<file path="config.mk">
export PLATFORM = sky130hd
export DESIGN_NAME = utf8_word_and_repeat_consonant_counter_top
export DESIGN_NICKNAME = d
export VERILOG_FILES = /design/src/design/uwrc_pkg.sv /design/src/design/uwrc_decode.sv /design/src/design/utf8_word_and_repeat_consonant_counter_top.sv
export SDC_FILE = /design/constraint.sdc
export NUM_CORES = 1
export LEC_CHECK = 0
export ABC_AREA = 1
export BUFFER_PORTS_ARGS = -buffer_cell sky130_fd_sc_hd__buf_2
export CORE_MARGIN = 3
export CORE_UTILIZATION = 35
export CTS_BUF_LIST = sky130_fd_sc_hd__clkbuf_4
export DETAILED_ROUTE_END_ITERATION = 12
export GPL_TIMING_DRIVEN = 0
export SLEW_MARGIN = 20
export SYNTH_ARGS = -nofsm -noshare
export SYNTH_HDL_FRONTEND = slang
export SYNTH_SLANG_ARGS = --single-unit
</file>
<file path="constraint.sdc">
create_clock -name i_clk -period 5.3 [get_ports i_clk]
set_clock_uncertainty 0.15 [all_clocks]
set_input_delay 1.06 -clock i_clk [delete_from_list [all_inputs] [get_ports i_clk]]
set_output_delay 1.06 -clock i_clk [all_outputs]
set_load 0.02 [all_outputs]
</file>
<file path="src/design/uwrc_pkg.sv">
`timescale 1ns / 1ps
// ----------------------------------------------------------------------------
// uwrc_pkg
// Shared types, constants and character classification functions for the
// UTF-8 word and repeated-consonant counter.
// ----------------------------------------------------------------------------
package uwrc_pkg;

    // Default width of the word and repeat counters.
    localparam int COUNT_BITS_DEFAULT = 32;
    localparam int OUT_BITS           = 32;
    localparam int LETTER_COUNT       = 26;

    // Letter indexes (a = 0 ... z = 25) used for folded letters.
    localparam logic [4:0] LTR_A = 5'd0;
    localparam logic [4:0] LTR_C = 5'd2;
    localparam logic [4:0] LTR_E = 5'd4;
    localparam logic [4:0] LTR_I = 5'd8;
    localparam logic [4:0] LTR_O = 5'd14;
    localparam logic [4:0] LTR_U = 5'd20;

    // Class of a complete character.
    typedef enum logic [1:0] {
        CLS_IGNORE,
        CLS_END,
        CLS_CHAR
    } t_cls;

    // Classification of one complete character.
    typedef struct packed {
        t_cls       cls;
        logic       is_letter;
        logic [4:0] letter;
    } t_class;

    // Event handed from the decoder to the word logic for one request.
    typedef struct packed {
        logic   stray;
        t_class chr;
    } t_char_ev;

    // Classify a single-byte (ASCII) character.
    function automatic t_class ascii_classify(input logic [6:0] c);
        t_class r;
        r = '{cls: CLS_IGNORE, is_letter: 1'b0, letter: 5'd0};
        case (c) inside
            7'h20, 7'h09, 7'h0A, 7'h0D, 7'h2D, 7'h22, 7'h5B, 7'h5D,
            7'h2E, 7'h2C, 7'h3A, 7'h3B, 7'h3F, 7'h21: begin
                r.cls = CLS_END;
            end
            [7'h41:7'h5A], [7'h61:7'h7A]: begin
                // Upper and lower case share the low five bits.
                r.cls       = CLS_CHAR;
                r.is_letter = 1'b1;
                r.letter    = c[4:0] - 5'd1;
            end
            [7'h30:7'h39], 7'h5F: begin
                r.cls = CLS_CHAR;
            end
            default: begin
                r.cls = CLS_IGNORE;
            end
        endcase
        return r;
    endfunction

    // Classify a two-byte character whose lead byte is C3.
    function automatic t_class c3_classify(input logic [7:0] lo);
        t_class r;
        r = '{cls: CLS_CHAR, is_letter: 1'b1, letter: LTR_A};
        case (lo) inside
            8'hA1, 8'hA0, 8'hA2, 8'hA3, 8'h81, 8'h80, 8'h82, 8'h83: r.letter = LTR_A;
            8'hA9, 8'hA8, 8'hAA, 8'h89, 8'h88, 8'h8A:               r.letter = LTR_E;
            8'hAD, 8'hAC, 8'h8D, 8'h8C:                             r.letter = LTR_I;
            8'hB3, 8'hB2, 8'hB4, 8'hB5, 8'h93, 8'h92, 8'h94, 8'h95: r.letter = LTR_O;
            8'hBA, 8'hB9, 8'h9A, 8'h99:                             r.letter = LTR_U;
            8'hA7, 8'h87:                                           r.letter = LTR_C;
            default: begin
                r.cls       = CLS_IGNORE;
                r.is_letter = 1'b0;
            end
        endcase
        return r;
    endfunction

    // Classify a three-byte character E2 80 xx by its last byte.
    function automatic t_class e280_classify(input logic [7:0] lo);
        t_class r;
        r = '{cls: CLS_IGNORE, is_letter: 1'b0, letter: 5'd0};
        case (lo) inside
            8'h9C, 8'h9D, 8'h93, 8'hA6: r.cls = CLS_END;
            default:                    r.cls = CLS_IGNORE;
        endcase
        return r;
    endfunction

endpackage

</file>
<file path="src/design/uwrc_decode.sv">
`timescale 1ns / 1ps
// ----------------------------------------------------------------------------
// uwrc_decode
// UTF-8 byte decoder. Tracks the continuation bytes still expected and the
// kind of the open sequence, and emits one classified character event.
// ----------------------------------------------------------------------------
module uwrc_decode (
    input  logic                i_clk,
    input  logic                i_rst_n,
    input  logic                i_fire,
    input  logic [7:0]          i_byte,
    input  logic                i_last,
    output uwrc_pkg::t_char_ev  o_ev
);

    // Only sequences that can map to a counted class are remembered.
    typedef enum logic [1:0] {
        KIND_OTHER,
        KIND_C3,
        KIND_E2
    } t_kind;

    localparam logic [7:0] LEAD_C3 = 8'hC3;
    localparam logic [7:0] LEAD_E2 = 8'hE2;
    localparam logic [7:0] MID_80  = 8'h80;

    logic [1:0] r_pending;
    logic [1:0] n_pending;
    t_kind      r_kind;
    t_kind      n_kind;

    always_comb begin
        n_pending     = r_pending;
        n_kind        = r_kind;
        o_ev.stray    = 1'b0;
        o_ev.chr      = '{cls: uwrc_pkg::CLS_IGNORE, is_letter: 1'b0, letter: 5'd0};
        if (r_pending != 2'd0) begin
            if (i_byte[7:6] == 2'b10) begin
                n_pending = r_pending - 2'd1;
                if (r_pending == 2'd2 && r_kind == KIND_E2 && i_byte != MID_80) begin
                    n_kind = KIND_OTHER;
                end
                if (r_pending == 2'd1) begin
                    unique case (r_kind)
                        KIND_C3:  o_ev.chr = uwrc_pkg::c3_classify(i_byte);
                        KIND_E2:  o_ev.chr = uwrc_pkg::e280_classify(i_byte);
                        default:  o_ev.chr.cls = uwrc_pkg::CLS_IGNORE;
                    endcase
                end
            end else begin
                // A sequence cut short drops both the partial character and this byte.
                n_pending = 2'd0;
            end
        end else if (i_byte >= 8'hF0) begin
            n_pending = 2'd3;
            n_kind    = KIND_OTHER;
        end else if (i_byte >= 8'hE0) begin
            n_pending = 2'd2;
            n_kind    = (i_byte == LEAD_E2) ? KIND_E2 : KIND_OTHER;
        end else if (i_byte >= 8'hC0) begin
            n_pending = 2'd1;
            n_kind    = (i_byte == LEAD_C3) ? KIND_C3 : KIND_OTHER;
        end else if (i_byte >= 8'h80) begin
            o_ev.stray = 1'b1;
        end else begin
            o_ev.chr = uwrc_pkg::ascii_classify(i_byte[6:0]);
        end
        if (i_last || o_ev.stray) begin
            n_pending = 2'd0;
            n_kind    = KIND_OTHER;
        end
    end

    always_ff @(posedge i_clk) begin
        if (!i_rst_n) begin
            r_pending <= 2'd0;
            r_kind    <= KIND_OTHER;
        end else if (i_fire) begin
            r_pending <= n_pending;
            r_kind    <= n_kind;
        end
    end

endmodule

</file>
<file path="src/design/utf8_word_and_repeat_consonant_counter_top.sv">
`timescale 1ns / 1ps
// Results are registered; a final or stray byte first waits for a free result slot.
// Throughput: one byte per cycle; the decoder and the word counters handle a byte in
// one pass, so intake stalls only while a result waits and the registered byte would
// produce another one.
// Reset: synchronous, active low; clears decoder, word state, counts and valids.
// Bytes that cause no result produce nothing on the output channel.
// ----------------------------------------------------------------------------
// utf8_word_and_repeat_consonant_counter_top
// Counts words, and words with a repeated consonant, in a UTF-8 byte stream.
// ----------------------------------------------------------------------------
module utf8_word_and_repeat_consonant_counter_top #(
    parameter int COUNT_BITS = uwrc_pkg::COUNT_BITS_DEFAULT
) (
    input  logic        i_clk,
    input  logic        i_rst_n,
    // Byte request channel.
    input  logic        i_valid,
    output logic        o_ready,
    input  logic [7:0]  i_data_byte,
    input  logic        i_end_of_text,
    // Result request channel.
    output logic        o_valid,
    input  logic        i_ready,
    output logic [31:0] o_total_words,
    output logic [31:0] o_repeat_words,
    output logic        o_bad_encoding
);

    localparam logic [COUNT_BITS-1:0] CNT_MAX = '1;

    // Input register. A byte that produces no result moves on at once; a byte
    // that ends the text moves on only when the result slot is free.
    logic       r_in_valid;
    logic [7:0] r_in_byte;
    logic       r_in_last;
    logic       out_free;
    logic       s1_fire;

    assign out_free = !o_valid || i_ready;
    assign o_ready  = !r_in_valid || s1_fire;

    always_ff @(posedge i_clk) begin
        if (!i_rst_n) begin
            r_in_valid <= 1'b0;
        end else if (o_ready) begin
            r_in_valid <= i_valid;
        end
    end

    always_ff @(posedge i_clk) begin
        if (o_ready && i_valid) begin
            r_in_byte <= i_data_byte;
            r_in_last <= i_end_of_text;
        end
    end

    // UTF-8 decoding and character classification.
    uwrc_pkg::t_char_ev ev;

    uwrc_decode u_decode (
        .i_clk   (i_clk),
        .i_rst_n (i_rst_n),
        .i_fire  (s1_fire),
        .i_byte  (r_in_byte),
        .i_last  (r_in_last),
        .o_ev    (ev)
    );

    // Word state and counters.
    logic                                r_in_word;
    logic [uwrc_pkg::LETTER_COUNT-1:0]   r_seen;
    logic                                r_has_rep;
    logic [COUNT_BITS-1:0]               r_word_total;
    logic [COUNT_BITS-1:0]               r_rep_total;

    logic                                n_in_word;
    logic [uwrc_pkg::LETTER_COUNT-1:0]   n_seen;
    logic                                n_has_rep;
    logic [COUNT_BITS-1:0]               n_word_total;
    logic [COUNT_BITS-1:0]               n_rep_total;
    logic [COUNT_BITS-1:0]               fin_word_total;
    logic [COUNT_BITS-1:0]               fin_rep_total;
    logic                                is_cons;
    logic [31:0]                         fin_word_out;
    logic [31:0]                         fin_rep_out;

    // A consonant is any folded letter other than the five vowels.
    assign is_cons = ev.chr.is_letter &&
                     ev.chr.letter != uwrc_pkg::LTR_A && ev.chr.letter != uwrc_pkg::LTR_E &&
                     ev.chr.letter != uwrc_pkg::LTR_I && ev.chr.letter != uwrc_pkg::LTR_O &&
                     ev.chr.letter != uwrc_pkg::LTR_U;

    always_comb begin
        n_in_word    = r_in_word;
        n_seen       = r_seen;
        n_has_rep    = r_has_rep;
        n_word_total = r_word_total;
        n_rep_total  = r_rep_total;
        case (ev.chr.cls)
            uwrc_pkg::CLS_END: begin
                // A separator closes the open word, if any.
                if (r_in_word) begin
                    if (r_word_total != CNT_MAX) begin
                        n_word_total = r_word_total + 1'b1;
                    end
                    if (r_has_rep && r_rep_total != CNT_MAX) begin
                        n_rep_total = r_rep_total + 1'b1;
                    end
                end
                n_in_word = 1'b0;
                n_seen    = '0;
                n_has_rep = 1'b0;
            end
            uwrc_pkg::CLS_CHAR: begin
                n_in_word = 1'b1;
                if (is_cons) begin
                    if (r_seen[ev.chr.letter]) begin
                        n_has_rep = 1'b1;
                    end
                    n_seen[ev.chr.letter] = 1'b1;
                end
            end
            default: begin
                n_in_word = r_in_word;
            end
        endcase

        // On the final byte a word without a trailing separator still counts.
        fin_word_total = n_word_total;
        fin_rep_total  = n_rep_total;
        if (n_in_word) begin
            if (n_word_total != CNT_MAX) begin
                fin_word_total = n_word_total + 1'b1;
            end
            if (n_has_rep && n_rep_total != CNT_MAX) begin
                fin_rep_total = n_rep_total + 1'b1;
            end
        end
    end

    // The result fields show each count saturated to 32 bits.
    generate
        if (COUNT_BITS > uwrc_pkg::OUT_BITS) begin : g_wide
            always_comb begin
                fin_word_out = (|fin_word_total[COUNT_BITS-1:uwrc_pkg::OUT_BITS]) ?
                               '1 : fin_word_total[uwrc_pkg::OUT_BITS-1:0];
                fin_rep_out  = (|fin_rep_total[COUNT_BITS-1:uwrc_pkg::OUT_BITS]) ?
                               '1 : fin_rep_total[uwrc_pkg::OUT_BITS-1:0];
            end
        end else begin : g_narrow
            assign fin_word_out = 32'(fin_word_total);
            assign fin_rep_out  = 32'(fin_rep_total);
        end
    endgenerate

    // Either a stray continuation byte or the final byte ends the text and
    // clears every piece of word state for the next text.
    logic text_done;
    assign text_done = ev.stray || r_in_last;

    // Only a byte that produces a result has to wait for the result slot.
    assign s1_fire = r_in_valid && (out_free || !text_done);

    always_ff @(posedge i_clk) begin
        if (!i_rst_n) begin
            r_in_word    <= 1'b0;
            r_seen       <= '0;
            r_has_rep    <= 1'b0;
            r_word_total <= '0;
            r_rep_total  <= '0;
        end else if (s1_fire) begin
            if (text_done) begin
                r_in_word    <= 1'b0;
                r_seen       <= '0;
                r_has_rep    <= 1'b0;
                r_word_total <= '0;
                r_rep_total  <= '0;
            end else begin
                r_in_word    <= n_in_word;
                r_seen       <= n_seen;
                r_has_rep    <= n_has_rep;
                r_word_total <= n_word_total;
                r_rep_total  <= n_rep_total;
            end
        end
    end

    // Result register. A stray continuation byte reports zero counts.
    always_ff @(posedge i_clk) begin
        if (!i_rst_n) begin
            o_valid <= 1'b0;
        end else if (s1_fire && text_done) begin
            o_valid <= 1'b1;
        end else if (i_ready) begin
            o_valid <= 1'b0;
        end
    end

    always_ff @(posedge i_clk) begin
        if (s1_fire && text_done) begin
            o_bad_encoding <= ev.stray;
            o_total_words  <= ev.stray ? 32'd0 : fin_word_out;
            o_repeat_words <= ev.stray ? 32'd0 : fin_rep_out;
        end
    end

endmodule

</file>
==> metrics.cfg <==
[outcome]
status=completed

[floorplanning]
die-height_um=191
num_io_pins=80
dieWidth_um=191
start_util_pct=35.7
num_rows=67
dieArea_um2=36600
coreArea_um2=33700

[synthesis]
syn_area_um2=12000
synthFlopType=dfxtp_1
ys_seq_area_share_pct=34.8
synth_edf_count=74
synth.distinct_cells=52
netlist_instances=1860
yosys_warnings=0
synth_seq_cells=172
ys_async_sr_fraction_pct=0
syn-num-nets=1889
avgSynthCellArea_um2=6.47

[drt]
first_pass_iters=6
via_count=12400
antenna_left=0
post_drt_wl_per_cell_um=14.8
via_per_inst=5.10
drt-total-wl_um=36100
first_iter_violations=1037
drc=0

[critical_path]
cp_top_family=simple AND/OR/NAND/NOR gates
r2r_setup_slack_ps=330
cp-end-kind=flip-flop
slowest_stage=edfxtp_1
crit_top_cell=nand2_1
worstPathMaxFanout=10
critPathLaunchType=flip-flop
critical_path_arrival_ps=5260
path_class=reg -> reg
cp.required_ps=5590
cp_slowest_stage_delay_ps=480
critPathBufInv=8

[clock_tree]
cts_tree=yes
clk_path_buf_depth=2
postCtsHoldBufs=0
h-tree-depth=4
clk_pin_slew_ps=150
cts.sink_count=172
clock_latency_ps=640
clock-root-buffer=clkbuf_4
numCtsBuffers=17

[sta]
setup_viol=0
report.final.slew_viol_count=0
max-slew-margin-rel_pct=24.4
worst_pin_slew_ps=1130
max_freq_mhz=201
fin_crit_ps=4970
fin_crit_sh_pct=93.7
rsz0062_at_grt=no
final_hold_viol_count=0
setup_slack_ps=331

[placed_design]
hpwlAfterDp_um=27900
dp_slack_ps=-513
dpl_cell_area_um2=13000
portBuffers=79
dp_cells=2388
gp_congestion=0.936

[power]
leakagePower_uw=0.00514
vdd_drop_max_uv=120
comb_power_share_pct=11.4
p_int_uw=1770
power.density_cell_area_nw_per_um2=187
p_sw_share_pct=29.9
p_clk_share_pct=32.6
p_switching_uw=755
seqPwrFrac_pct=56.0

[cells_and_area]
nets=1996
drive_above_1_share_pct=12.9
layout_commonest_cell=nand2_1
final_cell_mix=579 x nand2_1, 210 x nor2_1, 192 x inv_1
layout.cells.non_filler=2430
n_fill_cell=3623
syn_to_final_growth_pct=12.0
stdcell_area_um2=13500
final_util_pct=40.0

[hold_path]
worstHoldPathType=reg -> reg

[global_route]
antenna_found_initial=1
grt_use_total_pct=19.7
grt_pass1_vias=11300
grt_start_max_net_pins=66
grt_overflow=0
grt_first_pass_wirelength_um=58400

[job]
maxCapViolations=0

-- cells in the mapped netlist, types with 5 or more instances --
cell / n / area, um2
inv_1: 196 / 736
nand3b_1: 12 / 90.1
edfxtp_1: 74 / 2220
nand3_2: 9 / 90.1
nand2_2: 16 / 100
buf_2: 12 / 60.1
o21ai_0: 38 / 190
nor3_2: 5 / 50.1
buf_1: 6 / 22.5
nand4_1: 57 / 357
nor3_1: 34 / 170
nand2_1: 580 / 2180
xnor2_1: 6 / 52.6
nor2_1: 214 / 803
nor2_4: 9 / 101
clkbuf_1: 31 / 116
nand3_1: 171 / 856
a21oi_1: 149 / 746
inv_2: 17 / 63.8
dfxtp_1: 98 / 1960
nor2_2: 24 / 150
nor3b_1: 5 / 37.5
xor2_1: 17 / 149
ha_1: 16 / 200
o21ai_1: 15 / 75.1
nor4_1: 5 / 31.3
-- stage by stage --
step	TNS (ps)	hold WS [ps]	total power (uW)
after global placement	-10580	289	1720
after detailed placement	-11110	291	1720
after floorplan	0	280	1630
after CTS	-16.9	311	2550
after global routing	0	330	2640
final	0	311	2520
-- state kept, by name, indices dropped and copies added, names as in the netlist --
| register | flops |
|---|---|
| r_word_total | 32 |
| r_seen | 26 |
| r_in_word | 1 |
| r_in_last | 1 |
| u_decode.r_kind | 2 |
| o_repeat_words | 32 |
| r_has_rep | 1 |
| u_decode.r_pending | 2 |
| o_valid | 1 |
| r_in_valid | 1 |
| r_rep_total | 32 |
| r_in_byte | 8 |
| o_bad_encoding | 1 |
| o_total_words | 32 |
-- final cells by class --
class | count | area [um2] | area share [%]
multi-input combinational | 1417 | 6860 | 50.9
sequential | 172 | 4180 | 31.1
inverter | 215 | 810 | 6.01
tap | 448 | 561 | 4.16
timing repair buffer | 89 | 490 | 3.64
buffer | 55 | 272 | 2.02
clock inverter | 14 | 158 | 1.17
clock buffer | 18 | 135 | 1.00
antenna | 2 | 5.00 | 0.0371
-- repair_timing --
item                       in CTS  in global routing
gates resized for setup         2                 21
setup buffers                   3                  6
pin swaps                       2                  2
setup endpoints to repair      40                 64
-- path summary, 6_finish.rpt --
kind,startpoint,endpoint,cells after the start
setup reg to reg,r_in_byte[0],o_total_words[27],28
hold / removal,r_seen[19],r_seen[19],2
hold reg to reg,r_seen[19],r_seen[19],2
setup / recovery,r_in_byte[0],o_total_words[27],28
-- kinds of logic after synthesis --
family / count (synthesis) / synth area share [%]
flip-flops: 172 / 34.8
XOR/XNOR: 27 / 2.22
buffers and inverters: 271 / 8.98
AO/OA/AOI/OAI: 218 / 9.39
AND/OR/NAND/NOR: 1156 / 43.0
adder cells (fa/ha/maj): 16 / 1.66
-- metal layers --
metal / routed length [um] / GRT usage, % / up-vias
li1: - / - / 6290
met2: 15600 / 30.4 / 385
met1: 17500 / 28.4 / 5659
met4: 753 / 6.15 / 0
met3: 2220 / 3.04 / 54
met5: 0 / 0 / -
-- power by group through the flow --
stage	logic [uW]	clock network (uW)	registers, uW
global route	316	905	1420
detailed placement	280	0	1440
finish	287	822	1410
global placement	276	0	1440
CTS	283	854	1410
floorplan	161	0	1460
-- tightest hold or removal path, cell delays in order, from the launching register on --
cell and delay (ps):
dfxtp_1 340, inv_1 40, a21oi_1 50
No activity file was read; power rests on OpenSTA's default activity.
